### src/rtl/core/cwa_pkg.sv
// Shared constants for the corner weight to alpha split unit.
// Used by the divider stage, the top level and the testbench; depends on nothing else.
package cwa_pkg;

    localparam int CORNERS = 4;
    localparam int WEIGHT_BITS_DEF = 16;
    localparam int ALPHA_BITS = 8;
    localparam logic [ALPHA_BITS-1:0] ALPHA_BUDGET = 8'd255;

endpackage

### src/rtl/core/cwa_div_stage.sv
// One restoring-division step for all corners: settles one quotient bit of
// budget * weight / total. Depends on cwa_pkg.
module cwa_div_stage #(
    parameter int WEIGHT_BITS = cwa_pkg::WEIGHT_BITS_DEF,
    parameter int BIT_POS = 0
) (
    input  logic i_clk,
    input  logic i_rst_n,
    input  logic i_en,
    input  logic i_valid,
    input  logic i_degen,
    input  logic [WEIGHT_BITS+$clog2(cwa_pkg::CORNERS)-1:0] i_total,
    input  logic [cwa_pkg::CORNERS-1:0][WEIGHT_BITS+$clog2(cwa_pkg::CORNERS)
                                        +cwa_pkg::ALPHA_BITS-1:0] i_rem,
    input  logic [cwa_pkg::CORNERS-1:0][cwa_pkg::ALPHA_BITS-1:0] i_quo,
    output logic o_valid,
    output logic o_degen,
    output logic [WEIGHT_BITS+$clog2(cwa_pkg::CORNERS)-1:0] o_total,
    output logic [cwa_pkg::CORNERS-1:0][WEIGHT_BITS+$clog2(cwa_pkg::CORNERS)
                                        +cwa_pkg::ALPHA_BITS-1:0] o_rem,
    output logic [cwa_pkg::CORNERS-1:0][cwa_pkg::ALPHA_BITS-1:0] o_quo
);

    localparam int TW = WEIGHT_BITS + $clog2(cwa_pkg::CORNERS);
    localparam int DW = TW + cwa_pkg::ALPHA_BITS;

    logic [DW-1:0] divisor;
    logic [cwa_pkg::CORNERS-1:0][DW-1:0] n_rem;
    logic [cwa_pkg::CORNERS-1:0][cwa_pkg::ALPHA_BITS-1:0] n_quo;
    logic r_valid;
    logic r_degen;
    logic [TW-1:0] r_total;
    logic [cwa_pkg::CORNERS-1:0][DW-1:0] r_rem;
    logic [cwa_pkg::CORNERS-1:0][cwa_pkg::ALPHA_BITS-1:0] r_quo;

    assign divisor = DW'(i_total) << BIT_POS;

    always_comb begin
        for (int c = 0; c < cwa_pkg::CORNERS; c++) begin
            n_rem[c] = i_rem[c];
            n_quo[c] = i_quo[c];
            if (i_rem[c] >= divisor) begin
                n_rem[c] = i_rem[c] - divisor;
                n_quo[c][BIT_POS] = 1'b1;
            end
        end
    end

    always_ff @(posedge i_clk) begin
        if (!i_rst_n) begin
            r_valid <= 1'b0;
        end else if (i_en) begin
            r_valid <= i_valid;
        end
    end

    always_ff @(posedge i_clk) begin
        if (i_en) begin
            r_degen <= i_degen;
            r_total <= i_total;
            r_rem   <= n_rem;
            r_quo   <= n_quo;
        end
    end

    assign o_valid = r_valid;
    assign o_degen = r_degen;
    assign o_total = r_total;
    assign o_rem   = r_rem;
    assign o_quo   = r_quo;

endmodule

### src/rtl/core/corner_weight_to_alpha_split_unit.sv
// Top level of the corner weight to alpha split unit: input register, divider
// chain of cwa_div_stage, leftover sharing and output register. Uses cwa_pkg.
//
//   Channel  Handshake                   Beat contents
//   input    i_valid / o_stall           i_weight_0 .. i_weight_3
//   output   o_valid / i_stall           o_alpha_0 .. o_alpha_3, o_degenerate
//
// One beat is taken every cycle while the output is not stalled. The stages are
// one input stage, eight division stages (one quotient bit each), one stage that
// sums the first-pass alphas, and the output stage that shares the leftover.
// Reset is synchronous and clears only the valid bits of the stages.
// A stalled output beat freezes the whole pipeline, so nothing is lost.
module corner_weight_to_alpha_split_unit #(
    parameter int WEIGHT_BITS = cwa_pkg::WEIGHT_BITS_DEF
) (
    input  logic i_clk,
    input  logic i_rst_n,
    input  logic i_valid,
    output logic o_stall,
    input  logic [WEIGHT_BITS-1:0] i_weight_0,
    input  logic [WEIGHT_BITS-1:0] i_weight_1,
    input  logic [WEIGHT_BITS-1:0] i_weight_2,
    input  logic [WEIGHT_BITS-1:0] i_weight_3,
    output logic o_valid,
    input  logic i_stall,
    output logic [cwa_pkg::ALPHA_BITS-1:0] o_alpha_0,
    output logic [cwa_pkg::ALPHA_BITS-1:0] o_alpha_1,
    output logic [cwa_pkg::ALPHA_BITS-1:0] o_alpha_2,
    output logic [cwa_pkg::ALPHA_BITS-1:0] o_alpha_3,
    output logic o_degenerate
);

    localparam int NC = cwa_pkg::CORNERS;
    localparam int AB = cwa_pkg::ALPHA_BITS;
    localparam int TW = WEIGHT_BITS + $clog2(NC);
    localparam int NW = WEIGHT_BITS + AB;
    localparam int DW = TW + AB;
    localparam int SW = AB + $clog2(NC);
    localparam int LW = $clog2(NC);
    localparam int CW = $clog2(NC + 1);

    logic en;
    logic [NC-1:0][WEIGHT_BITS-1:0] w;
    logic [TW-1:0] n_total;
    logic [NC-1:0][NW-1:0] n_num;

    logic r_in_valid;
    logic r_in_degen;
    logic [TW-1:0] r_total;
    logic [NC-1:0][NW-1:0] r_num;

    logic [AB:0] s_valid;
    logic [AB:0] s_degen;
    logic [AB:0][TW-1:0] s_total;
    logic [AB:0][NC-1:0][DW-1:0] s_rem;
    logic [AB:0][NC-1:0][AB-1:0] s_quo;

    logic [SW-1:0] sum_a;
    logic [SW-1:0] left_full;
    logic [NC-1:0] n_mask;

    logic r_a_valid;
    logic r_a_degen;
    logic [NC-1:0][AB-1:0] r_a;
    logic [NC-1:0] r_mask;
    logic [LW-1:0] r_left;

    logic [CW-1:0] nz;
    logic [CW-1:0] rem_cnt;
    logic [CW-1:0] quot;
    logic [CW-1:0] rank;
    logic [NC-1:0][AB-1:0] n_alpha;

    logic r_out_valid;
    logic r_out_degen;
    logic [NC-1:0][AB-1:0] r_alpha;

    assign en = !(r_out_valid && i_stall);
    assign o_stall = r_out_valid && i_stall;

    assign w[0] = i_weight_0;
    assign w[1] = i_weight_1;
    assign w[2] = i_weight_2;
    assign w[3] = i_weight_3;

    always_comb begin
        n_total = '0;
        for (int c = 0; c < NC; c++) begin
            n_total  = n_total + TW'(w[c]);
            n_num[c] = (NW'(w[c]) << AB) - NW'(w[c]);
        end
    end

    always_ff @(posedge i_clk) begin
        if (!i_rst_n) begin
            r_in_valid <= 1'b0;
        end else if (en) begin
            r_in_valid <= i_valid;
        end
    end

    always_ff @(posedge i_clk) begin
        if (en) begin
            r_in_degen <= (n_total == '0);
            r_total    <= n_total;
            r_num      <= n_num;
        end
    end

    assign s_valid[0] = r_in_valid;
    assign s_degen[0] = r_in_degen;
    assign s_total[0] = r_total;
    for (genvar c = 0; c < NC; c++) begin : g_seed
        assign s_rem[0][c] = DW'(r_num[c]);
        assign s_quo[0][c] = '0;
    end

    for (genvar k = 0; k < AB; k++) begin : g_stage
        cwa_div_stage #(
            .WEIGHT_BITS(WEIGHT_BITS),
            .BIT_POS(AB - 1 - k)
        ) u_div_stage (
            .i_clk(i_clk),
            .i_rst_n(i_rst_n),
            .i_en(en),
            .i_valid(s_valid[k]),
            .i_degen(s_degen[k]),
            .i_total(s_total[k]),
            .i_rem(s_rem[k]),
            .i_quo(s_quo[k]),
            .o_valid(s_valid[k+1]),
            .o_degen(s_degen[k+1]),
            .o_total(s_total[k+1]),
            .o_rem(s_rem[k+1]),
            .o_quo(s_quo[k+1])
        );
    end

    // The first pass loses less than one per corner, so the leftover fits LW bits.
    always_comb begin
        sum_a = '0;
        for (int c = 0; c < NC; c++) begin
            sum_a     = sum_a + SW'(s_quo[AB][c]);
            n_mask[c] = (s_quo[AB][c] != '0);
        end
        left_full = SW'(cwa_pkg::ALPHA_BUDGET) - sum_a;
    end

    always_ff @(posedge i_clk) begin
        if (!i_rst_n) begin
            r_a_valid <= 1'b0;
        end else if (en) begin
            r_a_valid <= s_valid[AB];
        end
    end

    always_ff @(posedge i_clk) begin
        if (en) begin
            r_a_degen <= s_degen[AB];
            r_a       <= s_quo[AB];
            r_mask    <= n_mask;
            r_left    <= left_full[LW-1:0];
        end
    end

    always_comb begin
        nz = CW'($countones(r_mask));
        rem_cnt = CW'(r_left);
        quot = '0;
        for (int k = 0; k < NC; k++) begin
            if (nz != '0 && rem_cnt >= nz) begin
                rem_cnt = rem_cnt - nz;
                quot    = quot + CW'(1);
            end
        end
        rank = '0;
        for (int c = 0; c < NC; c++) begin
            n_alpha[c] = r_a[c];
            if (r_mask[c]) begin
                n_alpha[c] = r_a[c] + AB'(quot) + AB'(rank < rem_cnt);
                rank = rank + CW'(1);
            end
            if (r_a_degen) begin
                n_alpha[c] = '0;
            end
        end
    end

    always_ff @(posedge i_clk) begin
        if (!i_rst_n) begin
            r_out_valid <= 1'b0;
        end else if (en) begin
            r_out_valid <= r_a_valid;
        end
    end

    always_ff @(posedge i_clk) begin
        if (en) begin
            r_out_degen <= r_a_degen;
            r_alpha     <= n_alpha;
        end
    end

    assign o_valid      = r_out_valid;
    assign o_degenerate = r_out_degen;
    assign o_alpha_0    = r_alpha[0];
    assign o_alpha_1    = r_alpha[1];
    assign o_alpha_2    = r_alpha[2];
    assign o_alpha_3    = r_alpha[3];

endmodule

### config.mk
export PLATFORM = sky130hd
export DESIGN_NAME = corner_weight_to_alpha_split_unit
export DESIGN_NICKNAME = d
export VERILOG_FILES = /design/src/rtl/core/cwa_pkg.sv /design/src/rtl/core/cwa_div_stage.sv /design/src/rtl/core/corner_weight_to_alpha_split_unit.sv
export SDC_FILE = /design/constraint.sdc
export NUM_CORES = 2
export LEC_CHECK = 0
export BUFFER_PORTS_ARGS = -buffer_cell sky130_fd_sc_hd__buf_2
export CELL_PAD_IN_SITES_DETAIL_PLACEMENT = 0
export CELL_PAD_IN_SITES_GLOBAL_PLACEMENT = 1
export CORE_MARGIN = 2
export CORE_UTILIZATION = 26
export CTS_BUF_LIST = sky130_fd_sc_hd__clkbuf_2 sky130_fd_sc_hd__clkbuf_4 sky130_fd_sc_hd__clkbuf_8
export DETAILED_ROUTE_END_ITERATION = 10
export PLACE_DENSITY_LB_ADDON = 0.12
export SLEW_MARGIN = 20
export SYNTH_ARGS = -nofsm -noshare
export SYNTH_HDL_FRONTEND = slang
export SYNTH_SLANG_ARGS = --single-unit
### constraint.sdc
create_clock -name i_clk -period 42.6 [get_ports i_clk]
set_clock_uncertainty 0.15 [all_clocks]
set_input_delay 2.13 -clock i_clk [delete_from_list [all_inputs] [get_ports i_clk]]
set_output_delay 2.13 -clock i_clk [all_outputs]
set_load 0.02 [all_outputs]
# [Word level (Yosys, flattened, before mapping)]
# Cells that the tools add are included.
[word_totals] regBits=1204 inputBits=68 out_inout_bits=35
[op_classes] n_addsub=59 reduce_logical=11 muxes=47 magnitude_cmp=40
[ops] operator="26-bit two-way mux" count=24
[ops] operator="26-bit by 18-bit >= comparator with 1-bit output" count=4
[ops] operator="26-bit by 19-bit >= comparator with 1-bit output" count=4
[ops] operator="26-bit by 20-bit >= comparator with 1-bit output" count=4
[ops] operator="26-bit by 21-bit >= comparator with 1-bit output" count=4
[ops] operator="26-bit by 22-bit >= comparator with 1-bit output" count=4
[ops] operator="26-bit by 23-bit >= comparator with 1-bit output" count=4
[ops] operator="26-bit by 24-bit >= comparator with 1-bit output" count=4
[ops] operator="24-bit by 25-bit subtractor with 26-bit output" count=4
[ops] operator="26-bit by 19-bit subtractor with 26-bit output" count=4
[ops] operator="26-bit by 20-bit subtractor with 26-bit output" count=4
[ops] operator="26-bit by 21-bit subtractor with 26-bit output" count=4
[ops] operator="26-bit by 22-bit subtractor with 26-bit output" count=4
[ops] operator="26-bit by 23-bit subtractor with 26-bit output" count=4
[ops] operator="26-bit by 24-bit subtractor with 26-bit output" count=4
[ops] operator="24-bit by 25-bit >= comparator with 1-bit output" count=4
[ops] operator="24-bit two-way mux" count=4
[ops] operator="24-bit by 16-bit subtractor with 24-bit output" count=4
[ops] operator="8-bit by 1-bit adder with 8-bit output" count=4
[ops] operator="8-bit by 3-bit adder with 8-bit output" count=4
[ops] operator="8-bit two-way mux" count=4
[ops] operator="8-bit nonzero test" count=4
[ops] operator="3-bit two-way mux" count=9
[ops] operator="17-bit by 16-bit adder with 18-bit output" count=1
[ops] operator="17 further kinds" count=39

# [Logic depth before layout (Yosys ltp)]
[depth] word_depth=17 depth_mapped=38 mapped_depth_nobuf=38

# [Cells and area by module]
# Synthesis repeated with hierarchy kept, for this count alone.
[unflattened] hier_cells=8179 hier_area_um2=89059.2
[by_module_without_submodules] mod="corner_weight_to_alpha_split_unit" n_inst=1 seq_area_each_um2=5675.4 area_each_um2=11489.8 cells_each=955
[by_module_without_submodules] mod="cwa_div_stage at g_stage[7].u_div_stage" n_inst=1 seq_area_each_um2=4674.5 area_each_um2=10059.6 cells_each=973
[by_module_without_submodules] mod="cwa_div_stage at g_stage[5].u_div_stage" n_inst=1 seq_area_each_um2=4674.5 area_each_um2=9957.0 cells_each=944
[by_module_without_submodules] mod="cwa_div_stage at g_stage[6].u_div_stage" n_inst=1 seq_area_each_um2=4674.5 area_each_um2=9925.8 cells_each=936
[by_module_without_submodules] mod="cwa_div_stage at g_stage[4].u_div_stage" n_inst=1 seq_area_each_um2=4674.5 area_each_um2=9775.6 cells_each=915
[by_module_without_submodules] mod="cwa_div_stage at g_stage[1].u_div_stage" n_inst=1 seq_area_each_um2=4674.5 area_each_um2=9608.0 cells_each=875
[by_module_without_submodules] mod="cwa_div_stage at g_stage[3].u_div_stage" n_inst=1 seq_area_each_um2=4674.5 area_each_um2=9514.1 cells_each=886
[by_module_without_submodules] mod="cwa_div_stage at g_stage[2].u_div_stage" n_inst=1 seq_area_each_um2=4674.5 area_each_um2=9471.6 cells_each=873
[by_module_without_submodules] mod="cwa_div_stage at g_stage[0].u_div_stage" n_inst=1 seq_area_each_um2=4674.5 area_each_um2=9257.6 cells_each=822

# [Worst setup path before layout]
# No wires, ideal clock.
[synth_path] path_type="input -> register" start="input i_stall" end="register g_stage[0].u_div_stage.r_degen (enable)" n_path_buf=1 required_ns=40.422 arrival_ns=34.511 path_slack_ns=5.911 path_stages=2 path_cell_list="nand2_1 clkbuf_1"
[synth_between] elab_chain_len=1
[synth_rtl] item="from (decl)" line_no="corner_weight_to_alpha_split_unit.sv:25" rtl="input logic i_stall,"
[synth_rtl] item="1-bit logical AND" line_no="corner_weight_to_alpha_split_unit.sv:78" rtl="assign en = !(r_out_valid && i_stall);"
[synth_rtl] item="to (signal assigned)" line_no="cwa_div_stage.sv:59" rtl="r_degen <= i_degen;"
[synth_rtl] item="to (decl)" line_no="cwa_div_stage.sv:31" rtl="logic r_degen;"
# No other way between the ends.
# A chain may end at the register's enable or synchronous reset.

# [Worst setup path in the final report]
[layout_path] start="register r_mask[0]" end="register r_alpha (netlist bit o_alpha_3[6]), data pin"
[layout_between] elab_chain_len=17 word_cells_on_any_way=35 cone_classes="13 x add/sub; 5 x order compare; 12 x mux; 5 x reduce/logical"
[layout_rtl] item="from (decl)" line_no="corner_weight_to_alpha_split_unit.sv:65" rtl="logic [NC-1:0] r_mask;"
[layout_rtl] item="from (signal assigned)" line_no="corner_weight_to_alpha_split_unit.sv:161" rtl="r_mask <= n_mask;"
[layout_rtl] item="1-bit by 1-bit adder with 2-bit output (not written as such)" line_no="corner_weight_to_alpha_split_unit.sv:167" rtl="nz = CW'($countones(r_mask));"
[layout_rtl] item="2-bit by 2-bit adder with 3-bit output (not written as such)" line_no="corner_weight_to_alpha_split_unit.sv:167"
[layout_rtl] item="2-bit by 3-bit >= comparator with 1-bit output / 3-bit nonzero test (equally long branches)" line_no="corner_weight_to_alpha_split_unit.sv:171" rtl="if (nz != '0 && rem_cnt >= nz) begin"
[layout_rtl] item="1-bit logical AND" line_no="corner_weight_to_alpha_split_unit.sv:171"
[layout_rtl] item="3-bit two-way mux" line_no="corner_weight_to_alpha_split_unit.sv:171"
[layout_rtl] item="3-bit >= comparator" line_no="corner_weight_to_alpha_split_unit.sv:171"
[layout_rtl] item="1-bit logical AND" line_no="corner_weight_to_alpha_split_unit.sv:171"
[layout_rtl] item="3-bit two-way mux" line_no="corner_weight_to_alpha_split_unit.sv:171"
[layout_rtl] item="3-bit >= comparator" line_no="corner_weight_to_alpha_split_unit.sv:171"
[layout_rtl] item="1-bit logical AND" line_no="corner_weight_to_alpha_split_unit.sv:171"
[layout_rtl] item="3-bit two-way mux" line_no="corner_weight_to_alpha_split_unit.sv:171"
[layout_rtl] item="3-bit >= comparator" line_no="corner_weight_to_alpha_split_unit.sv:171"
[layout_rtl] item="1-bit logical AND" line_no="corner_weight_to_alpha_split_unit.sv:171"
[layout_rtl] item="3-bit two-way mux" line_no="corner_weight_to_alpha_split_unit.sv:171"
[layout_rtl] item="8-bit by 3-bit adder with 8-bit output / 3-bit less-than comparator (equally long branches)" line_no="corner_weight_to_alpha_split_unit.sv:180" rtl="n_alpha[c] = r_a[c] + AB'(quot) + AB'(rank < rem_cnt);"
[layout_rtl] item="8-bit by 1-bit adder with 8-bit output *" line_no="corner_weight_to_alpha_split_unit.sv:180"
[layout_rtl] item="8-bit two-way mux *" line_no="corner_weight_to_alpha_split_unit.sv:179" rtl="if (r_mask[c]) begin"
[layout_rtl] item="to (signal assigned)" line_no="corner_weight_to_alpha_split_unit.sv:200" rtl="r_alpha <= n_alpha;"
[layout_rtl] item="to (decl)" line_no="corner_weight_to_alpha_split_unit.sv:76" rtl="logic [NC-1:0][AB-1:0] r_alpha;"
# Mark *: on every way between the ends. The rest lies on a longest branch, timed or not.

==> impl_metrics.toml <==
[outcome]
status = "complete, no violations"

[clock_tree]
tritoncts = "yes"
htree_num_levels = 4
cts_buffer_depth = 4
cts_buffers = 228
post_cts_buffers = 0
clock_sinks = 1204
insertion_delay_ns = 1.00
cts_resized = 0
clkSlewWorstSetupHoldPaths_ns = 0.06
ctsHoldBuffers = 0
cts-root-buf = "clkbuf_8"

[critical_path]
cp-start-kind = "flop"
slowest_delay_ns = 0.59
end_kind = "flop"
crit_type = "flop to flop"
crit_top_cell = "ha_1"
cp.required_ns = 43.16
critical_path_arrival_ns = 10.71
cp_max_fo = 15
crit_slowest_cell = "edfxtp_1"

[synth]
seq_area_frac_synth_pct = 48.64
syn_avg_cell_area_um2 = 10.91
synthArstFlopShare_pct = 0
ys.flop_type = "edfxtp_1"
yosysTopAreaCell = "edfxtp_1"
synth_top_area_share_pct = 48.34
yosys-top-cells-area = "edfxtp_1, ha_1, xnor2_1"
ys_types = 94
postSynthCellCount = 6793
synthesis.area_um2 = 74100
ys_seq_elements = 1204
yosysWarningCount = 0
synth_edf_count = 1193
synth_nets = 7585

[sta]
rsz0062_at_grt = "false"
fmax_mhz = 98.52
setup_violations = 0
finalWorstSetupSlack_ns = 32.45
tns_ns = 0
tightest_slew_ns = 1.059
slew_headroom_pct = 29.22
hold_viol = 0
fin_crit_ns = 10.15
period_share_pct = 23.83
fin_hold_ws_ns = 0.2515
slew_viol_final = 0

[final_layout]
drive_gt1_share_pct = 9.738
fin_nets = 7852
area_growth_pct = 13.73
fin_util_pct = 29.65
fill_cells = 29130

[route]
ant_nets = 0
drc = 0
vias = 50860
via_per_inst = 4.618
detail_route.iter0.violations = 2757
wl_per_cell_um = 21.89
route.final.wire_length_mm = 241.1
first_pass_iters = 6

[grt]
grt_pass1_wl_mm = 349.8
grt_pass1_vias = 51710
overflow = 0
grt_max_degree = 146
track_usage_pct = 16.40
antenna_found_initial = 6

[placed_design]
pre_cts_ws_ns = 32.43
hpwl_mm = 195.4
gp_congestion = 0.8678
io_buffers = 102

[min_path]
hold_path.class = "flop to flop"

[floorplan]
start_util_pct = 26.07
die_width_um = 537.9
core_area_um2 = 284200
fp-row-count = 196
num_io_pins = 103
dieArea_um2 = 289300
die_h_um = 537.9

[job]
drv_cap = 0
metal layers:
| metal | part of all wire [%] | global-route usage [%] |
|---|---|---|
| met3 | 2.4 | 1.672 |
| met5 | 0 | 0 |
| met1 | 45 | 20.75 |
| met4 | 4.9 | 7.380 |
| met2 | 48 | 28.15 |
flip-flops by register name (all words and copies together) (netlist names), 2 cells and up:
register                     cells
g_stage.u_div_stage.o_degen      8
g_stage.u_div_stage.o_quo      144
g_stage.u_div_stage.o_rem      728
g_stage.u_div_stage.o_total    126
g_stage.u_div_stage.o_valid      8
o_alpha_0                        8
o_alpha_1                        8
o_alpha_2                        8
o_alpha_3                        8
r_a                             32
r_left                           2
r_mask                           4
r_num                           96
r_total                         18
Yosys cell counts, types with 30 or more instances:
cell	n
a21boi_0	43
ha_1	650
o21a_1	110
nand4_1	67
nor2_1	475
clkbuf_1	93
a211oi_1	49
nor4_1	70
nand4b_1	30
o21bai_1	39
nor2b_1	121
and3_1	39
inv_1	433
a21oi_1	483
xor2_1	252
a21o_1	149
nor3_1	146
o31ai_1	61
o21ai_1	85
nand2b_1	90
xnor2_1	353
mux2i_1	32
mux2_2	98
nand3_1	110
o21ai_0	405
edfxtp_1	1193
a31oi_1	36
or3_1	57
fa_1	74
nand2_1	553
logic make-up after synthesis:
family	Yosys count	synth area share [%]
compound gates	1654	13.76
xor+xnor	605	7.151
fa+ha+maj	724	12.97
simple gates	1910	12.59
buf+inv	562	2.894
flops	1204	48.64
mux	134	1.997
critical path: cells and delay by family (launching register included):
kind,cells,cell delay (ns)
AO/OA/AOI/OAI,15,4.03
XOR/XNOR,1,0.16
adder cells (fa/ha/maj),9,3.75
buffers and inverters,2,0.17
flip-flops,1,0.59
multiplexers,1,0.41
AND/OR/NAND/NOR,7,0.59
final timing paths:
check,start,end,slack [ns],depth (start not counted)
worst max-delay path,r_mask[0]$_DFFE_PN_,o_alpha_3[6]$_SDFFCE_PP0N_,32.45,35
worst min register to register,g_stage[3].u_div_stage.o_quo[6]$_DFFE_PN_,g_stage[4].u_div_stage.o_quo[6]$_DFFE_PN_,0.25,0
worst min-delay path,g_stage[3].u_div_stage.o_quo[6]$_DFFE_PN_,g_stage[4].u_div_stage.o_quo[6]$_DFFE_PN_,0.25,0
worst max register to register,r_mask[0]$_DFFE_PN_,o_alpha_3[6]$_SDFFCE_PP0N_,32.45,35
per-stage QoR:
step | cell area, µm² | std cells
5_1_grt | 84280 | 11010
6_report | 84280 | 11020
2_1_floorplan | 74100 | 6793
3_3_place_gp | 79400 | 10590
4_1_cts | 84270 | 11010
3_5_place_dp | 79400 | 10590
cells in the final DEF (no fill, tap or decap), types with 48 or more instances in the layout:
cell	Yosys	final
edfxtp_1	1193	1193
o21ai_0	405	404
a21oi_1	483	480
or3_1	57	57
nor3_1	146	143
nand3_1	110	110
fa_1	74	74
xor2_1	252	252
ha_1	650	650
nand2b_1	90	90
o21ai_1	85	82
nor2_1	475	475
o31ai_1	61	61
xnor2_1	353	353
nor2b_1	121	120
nand2_1	553	552
nand4_1	67	67
inv_1	433	433
a211oi_1	49	48
clkbuf_8	0	231
buf_4	2	56
mux2_2	98	98
a21o_1	149	149
buf_2	14	102
clkbuf_4	0	50
o21a_1	110	110
nor4_1	70	70
clkinv_1	1	64
final cells by class:
cell class | count | area, µm² | area share, %
clock inverters | 139 | 1318 | 1.563
diodes | 3 | 7.507 | 0.008907
inverters | 440 | 1654 | 1.963
multi-input cells | 5027 | 36040 | 42.77
flip-flops and latches | 1204 | 36040 | 42.77
repair buffers | 159 | 950.9 | 1.128
clock buffers | 281 | 3555 | 4.218
well taps | 3762 | 4707 | 5.585
Power is left out: the tool's default activity adds up to more than one toggle a clock period on the data nets, which glitch-free logic cannot reach.
